### config.mk
export PLATFORM = sky130hd
export DESIGN_NAME = rsbt_accum
export DESIGN_NICKNAME = d
export VERILOG_FILES = /design/src/rsbt_pkg.sv /design/src/rsbt_accum.sv
export SDC_FILE = /design/constraint.sdc
export NUM_CORES = 1
export LEC_CHECK = 0
export BUFFER_PORTS_ARGS = -buffer_cell sky130_fd_sc_hd__buf_2
export CORE_MARGIN = 8
export CORE_UTILIZATION = 47
export DETAILED_ROUTE_END_ITERATION = 10
export GPL_TIMING_DRIVEN = 0
export PLACE_DENSITY = 0.63
export REMOVE_ABC_BUFFERS = 1
export SLEW_MARGIN = 20
export SYNTH_ARGS = -nofsm -noshare
export SYNTH_HDL_FRONTEND = slang
export SYNTH_SLANG_ARGS = --single-unit
### constraint.sdc
create_clock -name clk -period 5.7 [get_ports clk]
set_input_delay 0 -clock clk [delete_from_list [all_inputs] [get_ports clk]]
set_output_delay 0 -clock clk [all_outputs]
set_load 0.01 [all_outputs]
### src/rsbt_pkg.sv
`default_nettype none
package rsbt_pkg;

	localparam int CODE_W  = 16;
	localparam int PRICE_W = 24;
	localparam int QTY_W   = 16;
	localparam int PROD_W  = PRICE_W + QTY_W;
	localparam int TOTAL_W = 46;

	typedef struct packed {
		logic [CODE_W-1:0]  code;
		logic [PRICE_W-1:0] price;
		logic [QTY_W-1:0]   qty;
	} rec_t;

	// Per-cycle command broadcast to every cell of the sorting row.
	typedef struct packed {
		logic ins;
		logic drn;
	} cell_ctl_t;

endpackage
`default_nettype wire

### src/rsbt_accum.sv
`default_nettype none
module rsbt_accum (
	input  wire logic                         clk,
	input  wire logic                         arst_n,
	input  wire logic                         add,
	input  wire logic                         clr,
	input  wire logic [rsbt_pkg::PRICE_W-1:0] price,
	input  wire logic [rsbt_pkg::QTY_W-1:0]   qty,
	output logic      [rsbt_pkg::TOTAL_W-1:0] total
);

	logic [rsbt_pkg::PROD_W-1:0]  prod_s1;
	logic                         prod_vld_s1;
	logic [rsbt_pkg::TOTAL_W-1:0] total_q;
	logic [rsbt_pkg::TOTAL_W:0]   sum;

	assign sum = {1'b0, total_q}
		+ {{(rsbt_pkg::TOTAL_W + 1 - rsbt_pkg::PROD_W){1'b0}}, prod_s1};
	assign total = total_q;

	always_ff @(posedge clk) begin
		prod_s1 <= rsbt_pkg::PROD_W'(price) * rsbt_pkg::PROD_W'(qty);
	end

	always_ff @(posedge clk or negedge arst_n) begin
		if (!arst_n) begin
			prod_vld_s1 <= 1'b0;
			total_q     <= '0;
		end else begin
			prod_vld_s1 <= add;
			if (clr) begin
				total_q <= '0;
			end else if (prod_vld_s1) begin
				// The total saturates instead of wrapping.
				total_q <= sum[rsbt_pkg::TOTAL_W] ? {rsbt_pkg::TOTAL_W{1'b1}}
					: sum[rsbt_pkg::TOTAL_W-1:0];
			end
		end
	end

endmodule
`default_nettype wire

# After elaboration in Yosys (flattened, before gate mapping)
# Index checks and enable logic that the tools add are counted.
[word_totals] wordCells=9 register_bits=87 out_inout_bits=46 input_bits=44
[classes] mux=3 n_addsub=1 reduce_logical=1 multipliers=1
[op_table] cell="two-way mux 46 bit" count=3
[op_table] cell="adder 46 x 40 -> 47 bit" count=1
[op_table] cell="multiplier 24 x 16 -> 40 bit" count=1
[op_table] cell="nonzero test 2 bit" count=1

# Longest topological paths before layout
[logic_depth] word_depth=4 mapped_depth=24 depth_no_buf=23

# Worst setup path after synthesis
# Ideal clock, no wire load.
[synth_timing] kind="input-to-reg" from="input price[13] (netlist bit)" to="register prod_s1[26] (netlist bit)" slack_ns=0.028 t_required_ns=5.573 setup_time_ns=0.127 stages=23 n_path_buf=2 arrival_ns=5.546 path_cell_list="clkbuf_1 > nand2_1 > fa_1 > inv_1 > fa_1 > inv_1 > fa_1 > inv_1 > fa_1 > fa_1 > inv_1 > fa_1 > inv_1 > ha_1 > clkbuf_1 > nor2b_1 > o31ai_1 > o21ai_1 > nor4_1 > nor4_1 > a2111oi_2 > o21ai_0 > xor2_1"
[synth_via] elab_chain_len=1
[synth_rtl] item="start, declared" line_no="rsbt_accum.sv:7" rtl="input wire logic [rsbt_pkg::PRICE_W-1:0] price,"
[synth_rtl] item="multiplier 24 x 16 -> 40 bit" line_no="rsbt_accum.sv:22" rtl="prod_s1 <= rsbt_pkg::PROD_W'(price) * rsbt_pkg::PROD_W'(qty);"
[synth_rtl] item="end signal, assigned" line_no="rsbt_accum.sv:22"
[synth_rtl] item="end, declared" line_no="rsbt_accum.sv:12" rtl="logic [rsbt_pkg::PROD_W-1:0] prod_s1;"
# Every way passes these cells.
# A chain may end at the register's enable or synchronous reset.

# Worst setup path in the final report
[layout_timing] from="input qty[9] (netlist bit)" to="register prod_s1[37] (netlist bit)"
[layout_via] elab_chain_len=1
[layout_rtl] item="start, declared" line_no="rsbt_accum.sv:8" rtl="input wire logic [rsbt_pkg::QTY_W-1:0] qty,"
[layout_rtl] item="multiplier 24 x 16 -> 40 bit" line_no="rsbt_accum.sv:22"
# Every way passes these cells.

==> results.rst <==
.. list-table::
   :header-rows: 1

   * - Metric
     - Value
   * - Clock transition at the registers of the reported paths
     - 0.07 ns
   * - Number of I/O pins
     - 90
   * - Ys async rst share
     - 0.5402
   * - Fin Setup TNS
     - 0 ns
   * - CP max stage cell
     - fa_1
   * - Max transition margin
     - 0.3941
   * - Synthesis Warnings
     - 0
   * - Slew at the pin closest to its max-slew limit
     - 0.9088 ns
   * - Final hold violations
     - 0
   * - Maximum clock skew at final layout
     - 0.01192 ns
   * - Area of all sequential standard cells
     - 1978 µm²
   * - Top library cells by usage in the layout, fill and taps aside
     - inv_1 (365), fa_1 (306), nand2_1 (267)
   * - Worst Hold Class
     - input pin to flop
   * - GRT Total Usage
     - 0.2041
   * - Placed instance area
     - 18020 µm²
   * - Ant. Diodes
     - 0
   * - Area growth, synth to finish
     - 7.594%
   * - CTS Buf Count
     - 9
   * - Hold slack
     - 0.1343 ns
   * - Clock Root Buffer
     - clkbuf_16
   * - Endpoint of the most critical register-to-register path
     - total[2]
   * - Initial drt markers
     - 651
   * - Die Outline Area
     - 43160 µm²
   * - Summed instance area of the synthesized netlist
     - 17280 µm²
   * - Worst Min Path Start
     - price[0]
   * - Routed wirelength normalized by instance count
     - 17.55 µm
   * - Count of standard-cell rows
     - 70
   * - Most common cell after layout, fill and taps aside
     - inv_1
   * - TritonCTS Sinks
     - 87
   * - Ratio of final minimum period to clock period
     - 0.9683
   * - Global-route wire length before repair
     - 72960 µm
   * - Reg2reg setup slack
     - 2.40 ns
   * - Max Fclk
     - 0.1812 GHz
   * - Cell mode on critical path
     - fa_1
   * - Yosys top cell by area
     - fa_1
   * - Fraction of layout instances using a drive strength above 1
     - 0.06990
   * - Category of the critical setup timing path
     - input pin to flop
   * - Worst Reg-to-Reg Cells
     - 12
   * - Area share of the leading cell type in the synthesized netlist
     - 0.3556
   * - Die width
     - 207.8 µm
   * - Clock tree from TritonCTS
     - yes
   * - Worst setup startpoint
     - qty[9]
   * - Aggregate routed wire length
     - 43370 µm
   * - Post-synthesis average cell area
     - 8.720 µm²
   * - Sequential element share of the synthesized area
     - 0.1144
   * - Final antenna-violating net count
     - 0
   * - Number of distinct library cells after synthesis
     - 67
   * - Initial antenna violation count
     - 0
   * - Initial Util
     - 0.4743
   * - Flip-flop and latch count after synthesis
     - 87
   * - # fillers
     - 3411
   * - Average via count per standard cell
     - 5.415
   * - Final-report setup violation count
     - 0
   * - Buffer levels on the longest clock path
     - 2
   * - Residual DRC count
     - 0
   * - Final Instance Area
     - 18600 µm²
   * - Worst flop-to-flop path startpoint
     - total[0]
   * - Top area cells in the synthesized netlist
     - fa_1 (36%), ha_1 (11%), inv_1 (7.9%)
   * - Outcome
     - finished clean
   * - Data required time at the worst endpoint
     - 5.92 ns
   * - Vias after detailed routing
     - 13380
   * - Min cycle time layout
     - 5.519 ns
   * - Slowest stage delay, CP
     - 0.58 ns
   * - Most frequently used flop master after synthesis
     - dfrtp_1
   * - Max Transition Viols Final
     - 0
   * - Max-capacitance violation count
     - 0
   * - Number of nets in the finished design
     - 2501
   * - Type of element capturing the critical path
     - flop
   * - Quantity of I/O buffers inserted on ports
     - 89
   * - Sort of element at the start of the critical path
     - input pin
   * - Clock insertion delay at the later pin of the skew report
     - 0.34 ns
   * - Largest fanout of any net on the critical path
     - 24
   * - Post-synthesis cell count
     - 1982
   * - Pin count of the biggest net entering global routing
     - 48
   * - Data arrival time of the critical path
     - 5.74 ns
   * - Post-detailed-placement half-perimeter wirelength
     - 33550 µm
   * - Multi-input gate area in the final layout
     - 13670 µm²
   * - Die Ht
     - 207.8 µm
   * - Number of global-route vias before repair
     - 14130
   * - Critical path cell sequence
     - buf_4 > nand2_1 > fa_1 > inv_1 > fa_1 > fa_1 > fa_1 > fa_1 > inv_1 > fa_1 > inv_1 > ha_1 > a21o_1 > a21o_1 > a21oi_1 > nand2_1 > o311ai_4 > a31oi_4 > buf_4 > nand3_1 > a21oi_1 > o31a_1
   * - H-tree levels
     - 3
   * - Capture point of the worst path
     - prod_s1[37]
   * - Number of synthesized flops with an enable pin
     - 0
   * - Routability congestion estimate from global placement
     - 0.8842
   * - Length of the first detailed-routing pass in iterations
     - 5
   * - Floorplan core area
     - 36430 µm²
   * - Overflow after GRT
     - 0
flip-flops by register name (all words and copies together) (netlist names):
name         count
prod_s1         40
prod_vld_s1      1
total           46
synthesized netlist by cell type, drive strengths merged (7+ instances only):
master and count:
fa 307, and3 8, o21a 10, clkbuf 82, ha 152, a21o 30, and2 168, dfrtp 47
nor3 14, a21oi 88, nor2b 8, nand2 268, dfxtp 40, buf 8, o21bai 11, a211oi 49
nor2 96, nand2b 7, nand4 19, xnor2 42, xor2 27, o21ai 45, a31oi 7, inv 365
nand3 17
repair_timing:
action	in CTS	in global routing
hold endpoints to repair	48	0
pin swaps	1	10
endpoints found under the setup margin	9	10
cloned	0	0
resized for setup	23	59
hold buffers	2	0
setup buffers	0	2
layer usage:
layer  wire length [µm]  track usage  share of wire
met1              20340       0.2856           0.47
met2              19900       0.3347           0.46
met3               2560      0.03155          0.059
met4                566      0.03720          0.013
met5                  0            0              0
worst max-delay path, delay by kind of cell:
kind / cells / cell delay (ns)
simple gates: 3 / 0.31
compound gates: 7 / 1.40
fa+ha+maj: 7 / 3.37
buf+inv: 5 / 0.64
how the worst min path moves through the flow:
stage,endpoint,cells past startpoint
after floorplan,prod_vld_s1,0
final,prod_s1[0],2
after global placement,prod_vld_s1,1
after global routing,prod_s1[0],2
after CTS,prod_s1[0],2
after detailed placement,prod_vld_s1,1
per-stage QoR:
| step | std cells | setup WS (ns) | utilization |
|---|---|---|---|
| after floorplan | 1892 | 0.3645 | - |
| after CTS | 2469 | 0.003048 | 0.5049 |
| final | 2471 | 0.1809 | 0.5104 |
| after detailed placement | 2451 | -0.6409 | 0.4945 |
| after global placement | 2449 | -0.5979 | 0.4929 |
| after global routing | 2471 | -0.01353 | 0.5104 |
cell type report:
cell class,count,share of cell area
multi-input combinational,1440,0.7354
sequential,87,0.1064
inverter,365,0.07368
timing repair buffer,95,0.03707
tap,468,0.03149
clock buffer,14,0.01534
clock inverter,2,0.0006729
logic make-up (layout without fill, tap and decap cells):
| kind of cell | after synthesis | after routing | synth area share |
|---|---|---|---|
| buf+inv | 455 | 476 | 0.09976 |
| flops | 87 | 87 | 0.1144 |
| fa+ha+maj | 459 | 459 | 0.4656 |
| simple gates | 626 | 626 | 0.1738 |
| xor+xnor | 69 | 69 | 0.03497 |
| mux | 2 | 2 | 0.001158 |
| compound gates | 284 | 284 | 0.1103 |
Power is not shown: default switching activity piles up to over one toggle a cycle in this logic, so the estimate is an artifact.
