### src/rsbt_pkg.sv
`default_nettype none
package rsbt_pkg;

	localparam int CODE_W  = 16;
	localparam int PRICE_W = 24;
	localparam int QTY_W   = 16;
	localparam int PROD_W  = PRICE_W + QTY_W;
	localparam int TOTAL_W = 46;

	typedef struct packed {
		logic [CODE_W-1:0]  code;
		logic [PRICE_W-1:0] price;
		logic [QTY_W-1:0]   qty;
	} rec_t;

	// Per-cycle command broadcast to every cell of the sorting row.
	typedef struct packed {
		logic ins;
		logic drn;
	} cell_ctl_t;

endpackage
`default_nettype wire

### src/rsbt_cell.sv
`default_nettype none
module rsbt_cell (
	input  wire logic              clk,
	input  wire logic              arst_n,
	input  wire rsbt_pkg::cell_ctl_t ctl,
	input  wire rsbt_pkg::rec_t    new_rec,
	input  wire rsbt_pkg::rec_t    lft_rec,
	input  wire logic              lft_vld,
	input  wire logic              lft_aft,
	input  wire rsbt_pkg::rec_t    rgt_rec,
	input  wire logic              rgt_vld,
	output rsbt_pkg::rec_t         rec,
	output logic                   vld,
	output logic                   aft
);

	rsbt_pkg::rec_t rec_q;
	logic           vld_q;

	// A cell lies behind the insertion point when it is empty or holds a
	// strictly greater price, so equal prices keep their arrival order.
	assign aft = !vld_q || (rec_q.price > new_rec.price);
	assign rec = rec_q;
	assign vld = vld_q;

	always_ff @(posedge clk or negedge arst_n) begin
		if (!arst_n) begin
			vld_q <= 1'b0;
		end else if (ctl.drn) begin
			vld_q <= rgt_vld;
		end else if (ctl.ins && aft) begin
			vld_q <= lft_aft ? lft_vld : 1'b1;
		end
	end

	always_ff @(posedge clk) begin
		if (ctl.drn) begin
			rec_q <= rgt_rec;
		end else if (ctl.ins && aft) begin
			rec_q <= lft_aft ? lft_rec : new_rec;
		end
	end

endmodule
`default_nettype wire

### config.mk
export PLATFORM = sky130hd
export DESIGN_NAME = rsbt_cell
export DESIGN_NICKNAME = d
export VERILOG_FILES = /design/src/rsbt_pkg.sv /design/src/rsbt_cell.sv
export SDC_FILE = /design/constraint.sdc
export NUM_CORES = 1
export LEC_CHECK = 0
export ABC_AREA = 1
export CORE_AREA = 2 2 90 92
export CTS_CLUSTER_DIAMETER = 30
export CTS_CLUSTER_SIZE = 14
export DETAILED_ROUTE_END_ITERATION = 7
export DIE_AREA = 0 0 92 94
export DONT_BUFFER_PORTS = 1
export PLACE_DENSITY = 0.68
export SLEW_MARGIN = 20
export SYNTH_ARGS = -nofsm -noshare
export SYNTH_HDL_FRONTEND = slang
export SYNTH_SLANG_ARGS = --single-unit
### constraint.sdc
create_clock -name clk -period 2.65 [get_ports clk]
set_input_delay 0.265 -clock clk [delete_from_list [all_inputs] [get_ports clk]]
set_output_delay 0.265 -clock clk [all_outputs]
set_load 0.01 [all_outputs]
# After elaboration in Yosys (flattened, before gate mapping)
# Index checks and enable logic that the tools add are counted.
[word_totals] ff_bits=57 input_bits=175
[classes] order_cmp=1 muxes=6 reduce_logical=4
[ops] cell="two-way mux 56 bit" count=3
[ops] cell="> comparator 24 bit" count=1
[ops] cell="two-way mux 1 bit" count=3
[ops] cell="nonzero test 2 bit" count=1
[ops] cell="logical AND 1 bit" count=1
[ops] cell="zero test 1 bit" count=1
[ops] cell="logical OR 1 bit" count=1

# Longest topological paths before layout
# Gate-level depths: netlist of the first run.
[logic_depth] word_depth=5 mapped_depth=17

# Least setup slack after synthesis of the first run
# No wires, ideal clock.
[synth_path] path_type="flip-flop to flip-flop" start="register rec_q (netlist bit rec[39])" end="register rec_q (netlist bit rec[0]) (enable)" setup_time_ns=0.389 arrival_time_ns=2.110 required_time_ns=2.261 path_slack_ns=0.151 stages_incl_launch_ff=12 path_buffers=0 cell_sequence="edfxtp_1 -> ha_1 -> nand2_1 -> nor2_2 -> nand2_2 -> nor2_2 -> nand2_1 -> nand3_1 -> nand2_1 -> nand2_2 -> nand2_2 -> nand2_2"
[synth_between] elab_chain_len=4
[synth_lines] item="start: declaration" line_no="rsbt_cell.sv:17" rtl="rsbt_pkg::rec_t rec_q;"
[synth_lines] item="start signal: assignment" line_no="rsbt_cell.sv:38" rtl="rec_q <= rgt_rec;"
[synth_lines] item="start signal: assignment" line_no="rsbt_cell.sv:40" rtl="rec_q <= lft_aft ? lft_rec : new_rec;"
[synth_lines] item="> comparator 24 bit" line_no="rsbt_cell.sv:22" rtl="assign aft = !vld_q || (rec_q.price > new_rec.price);"
[synth_lines] item="logical OR 1 bit" line_no="rsbt_cell.sv:22"
[synth_lines] item="net aft" line_no="rsbt_cell.sv:14" rtl="output logic aft"
[synth_lines] item="logical AND 1 bit" line_no="rsbt_cell.sv:39" rtl="end else if (ctl.ins && aft) begin"
[synth_lines] item="nonzero test 2 bit (no line)"
# The timed path passes the listed nets, and every way through them passes these cells.
# A chain may end at the register's enable or synchronous reset.

# Final worst setup path of the first run
[layout_path] start="register rec_q (netlist bit rec[39])" end="register rec_q (netlist bit rec[25]) (enable)"
# Same word-level chain as after synthesis.

==> results of run 1 <==
==> through the flow <==
stage	total power [mW]	cell area, µm²	utilization	std cells
global placement	1.57	3580	0.471	508
detailed placement	1.58	3580	0.471	508
floorplan	1.51	3540	-	427
finish	2.52	3820	0.503	525
global route	2.65	3820	0.503	525
CTS	2.56	3820	0.503	525
==> power by group through the flow <==
stage	Sequential, mW	Clock (mW)	Combinational (mW)
after global placement	1.25	0	0.323
after detailed placement	1.25	0	0.338
after CTS	1.23	0.989	0.340
after floorplan	1.22	0	0.287
final	1.23	0.956	0.333
after global routing	1.24	1.02	0.391
==> state kept, by name, summed over array words and instances, names as in the netlist <==
name  count
vld       1
rec      56
==> worst max path at each step <==
stage / slack (ns) / cells after the start / to / from
floorplan: 0.15 / 11 / rec[0] / rec[39]
global placement: 0.34 / 12 / rec[32] / rec[39]
detailed placement: 0.31 / 12 / rec[28] / rec[39]
CTS: 0.28 / 12 / rec[30] / rec[39]
global route: 0.16 / 12 / rec[30] / rec[39]
finish: 0.34 / 12 / rec[25] / rec[39]
==> area by class of cell <==
cell class / instances / area (µm²)
clock buffers: 9 / 124
multi-input cells: 312 / 1590
clock inverters: 7 / 109
flip-flops and latches: 57 / 1710
fillers: 724 / 3780
repair buffers: 4 / 45.0
well taps: 102 / 128
inverters: 34 / 128
==> layer usage <==
| layer | up-vias | wire, µm |
|---|---|---|
| met3 | 10 | 810 |
| met5 | - | 0 |
| met1 | 1383 | 3550 |
| met2 | 163 | 4760 |
| met4 | 0 | 118 |
| li1 | 1423 | - |
==> logic make-up (layout without fill, tap and decap cells) <==
| family | after synthesis | count (layout) | synth area share |
|---|---|---|---|
| DFF | 57 | 57 | 0.482 |
| buffers and inverters | 58 | 54 | 0.0700 |
| adders and majority gates | 24 | 24 | 0.0848 |
| and+or+nand+nor | 164 | 164 | 0.186 |
| AOI/OAI and AO/OA | 124 | 124 | 0.177 |
==> cell usage in the layout (no fill, tap or decap), types with 2 or more instances in the layout <==
cell type	instances
a21oi_1	120
nand2_1	88
nor2_1	61
edfxtp_1	56
inv_1	30
ha_1	24
clkbuf_8	9
nand2_2	6
clkinv_1	4
nand3_1	4
inv_2	3
nor2_2	3
bufinv_16	3
a21o_1	2
o21ai_0	2
buf_4	2
==> worst max-delay path, delay by kind of cell (launching register included) <==
family / cells / cell delay, ns
buf+inv: 1 / 0.29
simple gates: 10 / 0.92
fa+ha+maj: 1 / 0.32
flops: 1 / 0.45
==> impl_metrics.yaml, run 1 <==
outcome:
  outcome: "completed"
sta:
  worst_pin_slew_ns: 0.976
  finalSetupViolCount: 0
  slew_headroom: 0.349
  clock.fmax_ghz: 0.433
  whs_ns: 0.131
  finalHoldViolations: 0
  tns_ns: 0
  min_period_ns: 2.31
  final.period_utilization: 0.872
  rsz0062_at_grt: "no"
  setup_slack_ns: 0.339
  finClkSkew_ns: 0.00692
  final_max_slew_viol_count: 0
clock_tree:
  root_buffer: "clkbuf_8"
  cts-resized-gates: 0
  cts_made_buffers: 9
  numClockSinks: 57
  cts_setup_buffers: 0
  path_clk_slew_ns: 0.07
  cts.path.max_buffers: 2
  hold_buffers: 1
  tritoncts: "yes"
  cts_max_level: 3
  clk_latency_ns: 0.33
min_path:
  hold_start: "ctl[1]"
  hold_path_end: "vld"
  holdCritPathClass: "in -> reg"
  worstHoldPathCells: 3
synthesis:
  synth-main-ff-cell: "edfxtp_1"
  synth_area_um2: 3540
  yosysUniqueCellTypes: 20
  synthCells: 427
  yosysTopAreaCell: "edfxtp_1"
  synth_edf_count: 56
  synth_area_leaders: "edfxtp_1 48%, a21oi_1 17%, nand2_1 9.3%"
  synth_top_area_frac: 0.475
  synth_most_common_cell: "a21oi_1"
  synth_nets: 626
  ys_ff_latch: 57
  synthTopCellsByCount: "120 x a21oi_1, 88 x nand2_1, 61 x nor2_1"
  async_flop_share: 0.0175
  avgSynthCellArea_um2: 8.29
  synth_seq_area_share: 0.482
  yosysWarnings: 0
power:
  leakagePower_nw: 1.62
  p_int_mw: 1.87
  ir_drop_mv: 0.284
  p_sw_frac: 0.258
  power_frac_seq: 0.488
  clkPwrFrac: 0.380
  cellPowerDensity_nw_per_um2: 658
  p_comb_frac: 0.132
  power.switching_mw: 0.650
die:
  dieArea_um2: 8650
  core_area_um2: 7610
  placementRows: 32
  die_w_um: 92
  start_util: 0.465
  die_h_um: 94
  io_pins: 233
global_route:
  antenna_found_initial: 0
  track_usage: 0.205
  globalRouteOverflowTotal: 0
  met1_usage: 0.242
  grt_max_degree: 59
  busiest_layer: "met2"
  grt_use_met3: 0.0674
  first_global_vias: 2800
  grt_pass1_wl_um: 13700
  use_met2: 0.352
setup_path:
  worstSetupPathType: "reg -> reg"
  rr_endpoint: "rec[25]"
  crit_required_ns: 2.65
  r2r_cells: 12
  crit_chain: "ha_1 -> nand2_1 -> nor2_2 -> nand2_2 -> nor2_2 -> nand2_1 -> nand3_1 -> nand2_1 -> nand2_2 -> nand2_2 -> nand2_2 -> buf_4"
  start_kind: "register"
  cp_common_cell: "nand2_2"
  crit_arrival_ns: 2.32
  critPathMaxFanout: 20
  cpMaxStageDelayCell: "edfxtp_1"
  cp_slowest_stage_delay_ns: 0.45
  ff2ff_setup_slack_ns: 0.34
  reg2reg_from: "rec[39]"
  worstSetupEndpointType: "register"
final_layout:
  layout-drive-gt1-share: 0.0709
  syn_to_final_growth_pct: 8.06
  nets: 617
  antenna_cells: 0
detailed_routing:
  routed_wl_um: 9230
  vias_per_cell: 5.67
  routedWlPerCell_um: 17.6
  drt_iter0_drc: 113
  drtPass1Iterations: 4
  drc: 0
  antenna_left: 0
  num_vias: 2979
placed_design:
  pre_cts_ws_ns: 0.312
  dp.final_hpwl_um: 6690
  io_buffers: 0
  place_congestion: 0.778
job:
  maxCapViolCount: 0
(Power assumes the default switching activity.)
==> inputs of run 2 (changes only) <==
ABC_AREA = not set   (was 1)
PLACE_DENSITY = 0.67   (was 0.68)
==> run 2 against run 1 <==
Against the previous run: die area did not move; flip-flop and latch count unchanged; via count is 16% lower; critical path type is now reg -> out.
==> impl_metrics.yaml, run 2 <==
outcome:
  outcome: "completed"
synthesis:
  yosysWarnings: 0
  synth_edf_count: 56
  synthTopCellsByCount: "63 x nand2_1, 62 x o21ai_0, 56 x edfxtp_1, 56 x mux2i_1, 26 x inv_1"
  ys_ff_latch: 57
  synthCells: 340
  yosysTopAreaCell: "edfxtp_1"
  synth_most_common_cell: "nand2_1"
  async_flop_share: 0.0175
  synth_top_area_frac: 0.481
  synth-main-ff-cell: "edfxtp_1"
  synth_area_leaders: "edfxtp_1 48%, mux2i_1 16%, o21ai_0 8.9%"
  yosysUniqueCellTypes: 24
  synth_seq_area_share: 0.488
  synth_nets: 539
  avgSynthCellArea_um2: 10.3
  synth_area_um2: 3500
setup_path:
  crit_required_ns: 2.38
  cp_common_cell: "o21ai_0"
  worstSetupEndpointType: "primary output"
  crit_arrival_ns: 2.17
  worstSetupPathType: "reg -> out"
  start_kind: "register"
  cp_slowest_stage_delay_ns: 0.45
  cpMaxStageDelayCell: "edfxtp_1"
  crit_chain: "ha_1 -> a21oi_1 -> o21ai_0 -> a221oi_1 -> o21ai_0 -> o21ai_0 -> nand2_1"
  critPathMaxFanout: 2
global_route:
  first_global_vias: 2388
  grt_max_degree: 117
  grt_pass1_wl_um: 11800
  track_usage: 0.183
  globalRouteOverflowTotal: 0
  grt_use_met3: 0.0787
  met1_usage: 0.191
  busiest_layer: "met2"
  antenna_found_initial: 0
  use_met2: 0.319
die:
  die_h_um: 94
  die_w_um: 92
  dieArea_um2: 8650
  start_util: 0.460
  io_pins: 233
  placementRows: 32
  core_area_um2: 7610
final_layout:
  fin_area_um2: 3760
  utilization: 0.494
  nFillCells: 714
  final_cell_mix: "62 x nand2_1, 62 x o21ai_0, 56 x mux2i_1, 56 x edfxtp_1, 26 x inv_1"
  nets: 533
  largest_register_ffs: 56
  layout-drive-gt1-share: 0.0533
  syn_to_final_growth_pct: 7.36
  instances_no_fill: 440
  antenna_cells: 0
sta:
  clock.fmax_ghz: 0.411
  whs_ns: 0.0956
  finalSetupViolCount: 0
  slew_headroom: 0.798
  tns_ns: 0
  rsz0062_at_grt: "no"
  worst_pin_slew_ns: 0.303
  finalHoldViolations: 0
  setup_slack_ns: 0.215
  finClkSkew_ns: 0.00572
  min_period_ns: 2.43
  final_max_slew_viol_count: 0
  final.period_utilization: 0.919
placed_design:
  dp.final_hpwl_um: 6270
  pre_cts_ws_ns: 0.266
  place_congestion: 0.789
  io_buffers: 0
  place_area_um2: 3570
  numPlacedInstances: 424
detailed_routing:
  vias_per_cell: 5.72
  antenna_left: 0
  drc: 0
  drtPass1Iterations: 4
  routed_wl_um: 8280
  routedWlPerCell_um: 18.8
  num_vias: 2515
  drt_iter0_drc: 56
power:
  finalPower_mw: 2.31
  cellPowerDensity_nw_per_um2: 614
  ir_drop_mv: 0.295
  leakagePower_nw: 1.61
clock_tree:
  cts_max_level: 3
  path_clk_slew_ns: 0.06
  cts_made_buffers: 9
  tritoncts: "yes"
  numClockSinks: 57
  cts-resized-gates: 0
  cts_setup_buffers: 0
  clk_latency_ns: 0.32
  root_buffer: "clkbuf_8"
  cts.path.max_buffers: 2
min_path:
  holdCritPathClass: "in -> reg"
job:
  maxCapViolCount: 0
run 2: final timing paths:
path / start / end / slack (ns) / depth (start not counted)
setup / recovery: rec[25] / aft / 0.22 / 7
hold / removal: rgt_vld / vld / 0.1 / 1
setup reg to reg: rec[39] / rec[0] / 0.28 / 7
hold reg to reg: vld / vld / 0.77 / 3
max in group asynchronous: arst_n / vld / 2.36 / 1
min in group asynchronous: arst_n / vld / 0.17 / 1
run 2: area by class of cell:
cell class	instances	area [µm²]	share of cell area
clock buffer	10	128	0.0340
multi-input combinational	238	1620	0.431
tap	102	128	0.0340
timing repair buffer	2	30.0	0.00799
sequential	57	1710	0.454
inverter	26	97.6	0.0260
clock inverter	5	47.5	0.0127
run 2: timing repair:
item | CTS | global route
hold endpoints to repair | 1 | 0
endpoints found under the setup margin | 0 | 0
hold buffers | 1 | 0
run 2: per-layer routing:
layer / part of all wire / vias up
li1: - / 1210
met1: 0.36 / 1136
met2: 0.51 / 153
met3: 0.11 / 16
met4: 0.022 / 0
met5: 0 / -
run 2: critical path, delay by kind of cell, from the launching register on:
kind | cells | cell delay (ns)
flops | 1 | 0.45
fa+ha+maj | 1 | 0.32
simple gates | 1 | 0.14
compound gates | 5 | 0.94
run 2: logic make-up after synthesis:
| group | count (synthesis) | share of synthesized area |
|---|---|---|
| compound gates | 80 | 0.123 |
| fa+ha+maj | 24 | 0.0858 |
| buf+inv | 45 | 0.0501 |
| flops | 57 | 0.488 |
| mux | 56 | 0.160 |
| simple gates | 78 | 0.0937 |
run 2: where the power goes:
group	total (mW)	internal [mW]	switching, mW
Combinational	0.297	0.137	0.160
Sequential	1.26	1.14	0.122
Clock	0.744	0.419	0.325
